--- src/hdl/bnms_pkg.sv ---
// shared types, codes and constants of the box non-maximum suppression block
package bnms_pkg;

   localparam int MAX_BOXES_DEF = 64;
   localparam int COORD_W       = 12;
   localparam int SCORE_W       = 16;
   localparam int LIMIT_W       = 17;
   localparam int AREA_W        = 2 * COORD_W;
   localparam int PROD_W        = LIMIT_W + AREA_W;
   localparam logic [LIMIT_W-1:0] LIMIT_RESET = 17'd32768;

   typedef struct packed {
      logic [COORD_W-1:0] x;
      logic [COORD_W-1:0] y;
      logic [COORD_W-1:0] w;
      logic [COORD_W-1:0] h;
      logic [SCORE_W-1:0] s;
   } box_type;

   // operations of the shared overlap unit
   typedef enum logic [2:0] {
      OP_IDLE,
      OP_AREA,
      OP_LIM,
      OP_DIFF,
      OP_MUL
   } op_type;

   typedef enum logic [3:0] {
      ST_IDLE,
      ST_SEL_RD,
      ST_SEL_CMP,
      ST_AREA,
      ST_LIM,
      ST_CHK_RD,
      ST_CHK_DIFF,
      ST_CHK_MUL,
      ST_CHK_CMP,
      ST_DECIDE,
      ST_FLUSH
   } state_type;

endpackage

--- src/hdl/bnms_store.sv ---
// candidate box memory, one write port and one registered read port
module bnms_store #(
   parameter int DEPTH = bnms_pkg::MAX_BOXES_DEF,
   localparam int IDX_W = (DEPTH > 1) ? $clog2(DEPTH) : 1
) (
   input  logic                 clock,
   input  logic                 wr_en,
   input  logic [IDX_W-1:0]     wr_addr,
   input  bnms_pkg::box_type    wr_data,
   input  logic [IDX_W-1:0]     rd_addr,
   output bnms_pkg::box_type    rd_data
);
   import bnms_pkg::*;

   box_type mem [DEPTH];
   box_type rd_data_ff;

   always_ff @(posedge clock) begin
      if (wr_en) begin
         mem[wr_addr] <= wr_data;
      end
      rd_data_ff <= mem[rd_addr];
   end

   assign rd_data = rd_data_ff;

endmodule

--- config.mk ---
export PLATFORM = sky130hd
export DESIGN_NAME = bnms_store
export DESIGN_NICKNAME = d
export VERILOG_FILES = /design/src/hdl/bnms_pkg.sv /design/src/hdl/bnms_store.sv
export SDC_FILE = /design/constraint.sdc
export NUM_CORES = 2
export LEC_CHECK = 0
export ABC_CLOCK_PERIOD_IN_PS = 9600
export BUFFER_PORTS_ARGS = -buffer_cell sky130_fd_sc_hd__buf_2
export CAP_MARGIN = 20
export CELL_PAD_IN_SITES_DETAIL_PLACEMENT = 1
export CELL_PAD_IN_SITES_GLOBAL_PLACEMENT = 2
export CORE_AREA = 2 2 718 434
export DETAILED_ROUTE_END_ITERATION = 6
export DIE_AREA = 0 0 720 436
export MAX_ROUTING_LAYER = met4
export PLACE_DENSITY_LB_ADDON = 0.1
export REMOVE_ABC_BUFFERS = 1
export SLEW_MARGIN = 20
export SYNTH_ARGS = -nofsm -noshare
export SYNTH_HDL_FRONTEND = slang
export SYNTH_SLANG_ARGS = --single-unit
--- constraint.sdc ---
create_clock -name clock -period 9.6 [get_ports clock]
set_input_delay 1.92 -clock clock [delete_from_list [all_inputs] [get_ports clock]]
set_output_delay 1.92 -clock clock [all_outputs]
set_load 0.05 [all_outputs]
==> flow_summary_export.csv <==
group,metric,value,unit
routing,drc,0,
cts,post_cts_buffers,0,
timing,clock_skew,0.0374,ns
grt,grt_max_degree,116,
critical_path,end_kind,"flop",
die,core_area,307000,sq um
cts,clk_pin_slew,0.07,ns
critical_path,crit_type,"in -> reg",
cts,postCtsHoldBufs,0,
synthesis,synth_warnings,0,
timing,finalCritPeriodShare,0.505,
grt,grt_pass1_wl,645,mm
timing,setup_viol,0,
timing,grt_setup_unrepaired,"no",
final_layout,area_delta_synth_final,12.1,%
final_layout,final_nets,7065,
power_and_ir_drop,p_leak,54.4,nW
power_and_ir_drop,powerDensity,212,nW/um^2
outcome,status,"finished, final reports clean",
critical_path,critPathLaunchType,"primary input",
placed_design,gp_congestion,0.813,
critical_path,r2r_end,"rd_data[6]",
hold_path,hold_path_class,"reg -> reg",
timing,fin_crit,4.85,ns
synthesis,syn_avg_cell_area,23.7,sq um
grt,overflow,0,
timing,worst_pin_slew,1.21,ns
critical_path,critPathArrivalTime,5.59,ns
synthesis,synth_area,156000,sq um
hold_path,holdPathEnd,"rd_data[14]",
placed_design,dpl_cell_area,163000,sq um
die,die_area,314000,sq um
timing,hold_viol_final,0,
timing,drv_slew,0,
routing,detail_route.vias_per_cell,6.77,
die,die_w,720,microns
power_and_ir_drop,peakVddDrop,0.155,mV
final_layout,drive_above_1_share,0.279,
critical_path,cp_max_fo,70,
synthesis,netlist_instances,6598,
cts,cts_root_buf,"clkbuf_16",
timing,timing.fmax,0.206,GHz
die,io_pins,142,
routing,dr.pass1.iters,6,
synthesis,yosysSeqAreaShare,0.795,
synthesis,synth_seq_cells,4160,
routing,drt_iter0_markers,11202,
critical_path,worstReg2RegStart,"mem[44][6]",
routing,num_vias,77081,
timing,fin_tns_setup,0,ns
synthesis,synthDistinctLibCells,33,
run,drv_cap,0,
cts,worstSkewPairLatency,0.95,ns
placed_design,port_buffers,141,
grt,grt_usage,0.306,
die,row_count,158,
cts,htreeDepth,5,
cts,cts_resized,0,
timing,slew_headroom,0.190,
grt,grt_pass1_vias,77468,
routing,post_drt_wl_per_cell,40.7,microns
hold_path,hold_depth,4,
final_layout,fin_area,175000,sq um
critical_path,reg2reg_depth,5,
hold_path,hold_path.startpoint,"mem[46][14]",
critical_path,r2r_setup_slack,7.20,ns
cts,cts_sinks,4160,
cts,cts_tree,"yes",
grt,antenna_found_initial,50,
die,die_h,436,microns
placed_design,place.detailed.hpwl,257,mm
die,start_util,0.509,
critical_path,required,10.35,ns
routing,ant_nets,0,
cts,cts_max_path_buffers,4,
routing,wl,464,mm
cts,cts_made_buffers,377,
-- flip-flops by register name, summed over array words and instances, names as in the netlist --
| signal | count |
|---|---|
| mem | 4096 |
| rd_data | 64 |
-- synthesized netlist by cell type, drive strengths merged --
cell / instances / area (sq um)
a211oi: 63 / 473
a22o: 88 / 771
a22oi: 168 / 1260
a2bb2oi: 19 / 166
a31o: 1 / 8.76
a31oi: 18 / 113
a41oi: 26 / 228
and2: 3 / 18.8
and3: 64 / 400
buf: 230 / 1250
clkbuf: 140 / 526
dfxtp: 64 / 1280
edfxtp: 4096 / 123000
inv: 19 / 71.3
mux2i: 135 / 1350
mux4: 1024 / 23100
nand2: 58 / 218
nand2b: 11 / 68.8
nand3: 45 / 225
nand3b: 2 / 15.0
nand4: 2 / 12.5
nand4b: 1 / 8.76
nor2: 112 / 420
nor2b: 28 / 175
nor3: 2 / 10.0
o221ai: 38 / 333
o22ai: 83 / 519
or2: 28 / 175
or3: 29 / 181
or3b: 1 / 8.76
-- metal layers --
layer | wire length, microns | vias to the layer above | track usage | share of wire
met1 | 202000 | 42824 | 0.479 | 0.43
met4 | 10200 | 0 | 0.0641 | 0.022
met3 | 47400 | 595 | 0.0513 | 0.10
li1 | - | 29253 | - | -
met2 | 205000 | 4409 | 0.429 | 0.44
met5 | 0 | - | - | 0
-- power by group --
part	total [mW]	leakage, nW	internal (mW)	switching (mW)
Sequential	20.2	37.4	20.1	0.112
Combinational	1.91	11.2	0.629	1.28
Clock	15.0	5.85	8.35	6.66
-- per-stage QoR --
step	utilization	hold WS, ns	setup WS (ns)	cells	power [mW]
3_5_place_dp	0.530	0.823	3.89	10685	22.5
6_report	0.570	0.833	4.75	11389	37.1
2_1_floorplan	-	0.788	2.38	6228	21.4
3_3_place_gp	0.530	0.822	3.93	10677	22.5
5_1_grt	0.570	0.884	4.83	11381	38.1
4_1_cts	0.569	0.841	4.90	11369	37.3
-- critical path, cell delays in order --
cell	delay (ns)
buf_8	0.16
buf_12	0.36
nor2_4	0.68
buf_4	0.62
a22oi_1	0.38
and3_1	0.28
a211oi_1	0.78
-- layout make-up --
cell class	count	area, sq um
sequential	4160	124000
clock inverter	182	1710
timing repair buffer	380	3040
antenna	17	42.5
tap	4080	5100
clock buffer	502	10300
inverter	19	71.3
multi-input combinational	2049	30800
fill	25066	132000
-- worst max path at each step --
stage / start / end / cells past startpoint
floorplan: wr_addr[4] / mem[48][0] / 3
global placement: rd_addr[2] / rd_data[6] / 8
detailed placement: rd_addr[2] / rd_data[6] / 8
CTS: rd_addr[2] / rd_data[6] / 8
global route: rd_addr[0] / rd_data[23] / 8
finish: rd_addr[2] / rd_data[6] / 7
-- placed cells by master (no fill, tap or decap), types with 62 or more instances in the layout --
cell / instances
clkbuf_16: 386
a22oi_1: 168
a211oi_1: 62
buf_4: 258
mux4_2: 1024
dfxtp_1: 64
nor2_4: 64
and3_1: 64
clkbuf_1: 99
edfxtp_1: 4096
mux2i_1: 135
buf_2: 88
o22ai_1: 83
a22o_1: 88
clkinv_1: 66
clkinv_2: 64
-- cells by family (layout without fill, tap and decap cells) --
group,Yosys count,in the layout,synth area share
AND/OR/NAND/NOR,386,386,0.0124
flip-flops,4160,4160,0.795
buffers and inverters,389,1083,0.0118
AO/OA/AOI/OAI,504,504,0.0248
other,0,17,0
multiplexers,1159,1159,0.156
No activity file was read; power rests on OpenSTA's default activity.
