==> src/hdl/bnms_pkg.sv <==
// shared types, codes and constants of the box non-maximum suppression block
package bnms_pkg;

   localparam int MAX_BOXES_DEF = 64;
   localparam int COORD_W       = 12;
   localparam int SCORE_W       = 16;
   localparam int LIMIT_W       = 17;
   localparam int AREA_W        = 2 * COORD_W;
   localparam int PROD_W        = LIMIT_W + AREA_W;
   localparam logic [LIMIT_W-1:0] LIMIT_RESET = 17'd32768;

   typedef struct packed {
      logic [COORD_W-1:0] x;
      logic [COORD_W-1:0] y;
      logic [COORD_W-1:0] w;
      logic [COORD_W-1:0] h;
      logic [SCORE_W-1:0] s;
   } box_type;

   // operations of the shared overlap unit
   typedef enum logic [2:0] {
      OP_IDLE,
      OP_AREA,
      OP_LIM,
      OP_DIFF,
      OP_MUL
   } op_type;

   typedef enum logic [3:0] {
      ST_IDLE,
      ST_SEL_RD,
      ST_SEL_CMP,
      ST_AREA,
      ST_LIM,
      ST_CHK_RD,
      ST_CHK_DIFF,
      ST_CHK_MUL,
      ST_CHK_CMP,
      ST_DECIDE,
      ST_FLUSH
   } state_type;

endpackage

==> src/hdl/bnms_overlap.sv <==
// shared overlap unit: area, limit product, intersection extent and product, compare
module bnms_overlap (
   input  logic                                  clock,
   input  bnms_pkg::op_type                      op,
   input  bnms_pkg::box_type                     cand,
   input  bnms_pkg::box_type                     other,
   input  logic [bnms_pkg::LIMIT_W-1:0]          limit,
   output logic                                  hit
);
   import bnms_pkg::*;

   logic [COORD_W-1:0] dx_ff, dy_ff;
   logic [AREA_W-1:0]  prod_ff, area_ff;
   logic [PROD_W-1:0]  lim_ff;

   logic [COORD_W:0]   x1, y1, x2, y2, ca, oa;
   logic [COORD_W-1:0] dx_in, dy_in;
   logic [COORD_W-1:0] mul_a, mul_b;
   logic [AREA_W-1:0]  mul_p;

   always_comb begin
      x1 = (cand.x > other.x) ? {1'b0, cand.x} : {1'b0, other.x};
      y1 = (cand.y > other.y) ? {1'b0, cand.y} : {1'b0, other.y};
      ca = {1'b0, cand.x} + {1'b0, cand.w};
      oa = {1'b0, other.x} + {1'b0, other.w};
      x2 = (ca < oa) ? ca : oa;
      ca = {1'b0, cand.y} + {1'b0, cand.h};
      oa = {1'b0, other.y} + {1'b0, other.h};
      y2 = (ca < oa) ? ca : oa;
      // empty overlap counts as zero
      dx_in = (x2 > x1) ? COORD_W'(x2 - x1) : '0;
      dy_in = (y2 > y1) ? COORD_W'(y2 - y1) : '0;
      mul_a = (op == OP_AREA) ? cand.w : dx_ff;
      mul_b = (op == OP_AREA) ? cand.h : dy_ff;
      mul_p = AREA_W'(mul_a * mul_b);
   end

   always_ff @(posedge clock) begin
      case (op)
         OP_AREA: area_ff <= mul_p;
         OP_LIM:  lim_ff  <= PROD_W'(limit * area_ff);
         OP_DIFF: begin
            dx_ff <= dx_in;
            dy_ff <= dy_in;
         end
         OP_MUL:  prod_ff <= mul_p;
         default: ;
      endcase
   end

   assign hit = {1'b0, prod_ff, 16'b0} > lim_ff;

endmodule
==> config.mk <==
export PLATFORM = sky130hd
export DESIGN_NAME = bnms_overlap
export DESIGN_NICKNAME = d
export VERILOG_FILES = /design/src/hdl/bnms_pkg.sv /design/src/hdl/bnms_overlap.sv
export SDC_FILE = /design/constraint.sdc
export NUM_CORES = 2
export LEC_CHECK = 0
export BUFFER_PORTS_ARGS = -buffer_cell sky130_fd_sc_hd__buf_2
export CAP_MARGIN = 20
export CORE_MARGIN = 10
export CORE_UTILIZATION = 45
export CTS_CLUSTER_DIAMETER = 200
export CTS_CLUSTER_SIZE = 40
export DETAILED_ROUTE_END_ITERATION = 16
export PLACE_DENSITY = 0.64
export SLEW_MARGIN = 20
export SYNTH_ARGS = -nofsm -noshare
export SYNTH_HDL_FRONTEND = slang
export SYNTH_SLANG_ARGS = --single-unit
==> constraint.sdc <==
create_clock -name clock -period 8.4 [get_ports clock]
set_input_delay 0.42 -clock clock [delete_from_list [all_inputs] [get_ports clock]]
set_output_delay 0.42 -clock clock [all_outputs]
set_load 0.01 [all_outputs]
==> results.json <==
{
  "core_um2": 58910,
  "fin_crit_sh": 0.8236,
  "ys_seq_area_frac": 0.1269,
  "clk_latency_ns": 0.42,
  "initial_core_util": 0.4540,
  "dpl.hpwl_um": 53540,
  "max-slew-margin-rel": 0.3401,
  "synthCells": 2944,
  "syn_nets": 3849,
  "synth_warnings": 0,
  "yosys_register_bits": 113,
  "htree_levels": 4,
  "maxCapViolCount": 0,
  "fin_setup_tns_ns": 0,
  "wirelength_um": 64000,
  "grt_pass1_wl_um": 108600,
  "crit_type": "flip-flop to flip-flop",
  "clock.fmax_mhz": 144.5,
  "ys_types": 71,
  "synth_edf_count": 113,
  "cts_hold_buf": 0,
  "cp-start-kind": "flip-flop",
  "grt_antenna_before_repair": 1,
  "n_antenna_cell": 0,
  "gp_congestion": 0.9286,
  "cts.sinks": 113,
  "drt_first_iter_violations": 969,
  "die_x_um": 263.8,
  "routedWlPerCell_um": 16.95,
  "n_fill_cell": 5546,
  "cts_resized": 0,
  "grt_usage": 0.1868,
  "vias": 20140,
  "status": "finished clean",
  "worst_pin_slew_ns": 0.9899,
  "drtPass1Iterations": 5,
  "nets": 3894,
  "synthArstFlopShare": 0,
  "cts_made_buffers": 17,
  "fin_skew_ns": 0.01257,
  "grt_setup_unrepaired": "false",
  "rows": 89,
  "antenna_left": 0,
  "syn_avg_cell_area_um2": 9.084,
  "crit_fanout": 17,
  "hold_viol": 0,
  "slew_viol_final": 0,
  "overflow": 0,
  "critPathRequiredTime_ns": 8.56,
  "drt-vias-per-instance": 5.335,
  "grt_max_degree": 56,
  "cp-end-kind": "flip-flop",
  "port_buffers": 117,
  "report.final.setup_viol": 0,
  "drive_above_1_share": 0.06862,
  "synth_flop_cell": "edfxtp_1",
  "dieArea_um2": 69580,
  "cts_buffer_depth": 2,
  "grt_pass1_vias": 22000,
  "io_pins": 150,
  "area_growth_pct": 7.000,
  "cts_tree": "done",
  "root_buffer": "clkbuf_16",
  "synth_area_um2": 26740,
  "post_cts_buffers": 0,
  "arrival_ns": 7.08,
  "hp-class": "primary input to flip-flop",
  "period_minus_slack_ns": 6.918,
  "drc": 0,
  "fp.dieH_um": 263.8,
  "clk_pin_slew_ns": 0.06
}
-- registers in the layout, indices dropped and copies added (netlist names) --
name and cells:
lim_ff 41, dy_ff 12, prod_ff 24, area_ff 24
dx_ff 12
-- per-stage QoR --
stage               instance area [um^2]  utilization  hold WS (ns)  std cells  worst slack (ns)
floorplan                          26740            -        0.6104       2944             2.032
global placement                   27990       0.4752        0.9155       3743             1.578
detailed placement                 27990       0.4752        0.9628       3743             1.552
CTS                                28610       0.4857        0.6129       3775             1.498
global route                       28610       0.4857        0.6262       3775             1.106
finish                             28610       0.4857        0.6272       3775             1.482
-- Yosys cell counts (4+ instances only) --
cell type	n	area share
a21oi_1	116	0.022
o31a_1	4	0.0013
clkbuf_1	88	0.012
nand2_1	415	0.058
a31oi_1	7	0.0016
or3_1	4	0.00094
o21ai_1	10	0.0019
xor2_1	35	0.011
nor4_1	4	0.00094
ha_1	321	0.15
inv_1	597	0.084
a2111oi_0	4	0.0013
o21a_1	22	0.0062
nand3b_1	4	0.0011
nor2_1	86	0.012
o21bai_1	11	0.0031
xnor2_1	69	0.023
nor3b_1	4	0.0011
o21ai_0	71	0.013
nor3_1	18	0.0034
mux2i_1	39	0.015
o211ai_1	9	0.0025
a21o_1	60	0.017
nand3_1	21	0.0039
edfxtp_1	113	0.13
and2_1	192	0.045
buf_2	10	0.0019
fa_1	435	0.33
o31ai_1	6	0.0017
nand2b_1	18	0.0042
nand4_1	24	0.0056
mux2_2	30	0.013
a211oi_1	11	0.0031
nor2b_1	25	0.0058
and3_1	8	0.0019
-- area by class of cell --
class	instances	area, um^2	area share
clock buffer	17	425.4	0.01487
tap	773	967.2	0.03380
clock inverter	15	196.4	0.006865
sequential	113	3393	0.1186
inverter	597	2241	0.07832
multi-input combinational	2135	20740	0.7250
timing repair buffer	125	645.6	0.02256
-- path summary, 6_finish.rpt --
path / start / endpoint / slack (ns) / cells past startpoint
worst max-delay path: area_ff[18] / lim_ff[40] / 1.48 / 19
worst min-delay path: op[1] / prod_ff[11] / 0.63 / 3
worst max register to register: area_ff[18] / lim_ff[40] / 1.48 / 19
worst min register to register: area_ff[1] / lim_ff[1] / 0.97 / 3
-- critical path, stage by stage (launching register included) --
cell and delay, ns:
edfxtp_1 1.00, nand2_1 0.17, fa_1 0.53, fa_1 0.55
inv_1 0.05, fa_1 0.48, fa_1 0.54, fa_1 0.53
inv_1 0.06, fa_1 0.48, inv_1 0.05, ha_1 0.34
and2_1 0.17, or2_1 0.23, a221oi_1 0.31, nand3b_1 0.22
a41oi_1 0.52, o21ai_1 0.13, a21oi_1 0.19, xnor2_1 0.09
-- cells by family (layout without fill, tap and decap cells) --
kind of cell               Yosys count  in the layout  synth area share
adders and majority gates          756            756            0.4758
DFF                                113            113            0.1269
AOI/OAI and AO/OA                  370            370           0.08946
and+or+nand+nor                    836            836            0.1484
xor gates and xnor gates           104            104           0.03406
muxes                               69             69           0.02723
buffers and inverters              696            754           0.09816
-- layout by cell type, fill, tap and decap left out, types with 25 or more instances in the layout --
cell        n
nor2_1     86
xnor2_1    69
o21ai_0    71
nor2b_1    25
mux2i_1    39
edfxtp_1  113
nand2_1   415
a21o_1     60
a21oi_1   116
fa_1      435
and2_1    192
inv_1     597
buf_2     117
xor2_1     35
mux2_2     30
ha_1      321
-- routing by layer --
metal,GRT usage,share of wire
met5,0,0
met4,0.04432,0.017
met3,0.01779,0.042
met2,0.3382,0.51
met1,0.2353,0.43
Power is not shown: default switching activity piles up to over one toggle a cycle in this logic, so the estimate is an artifact.
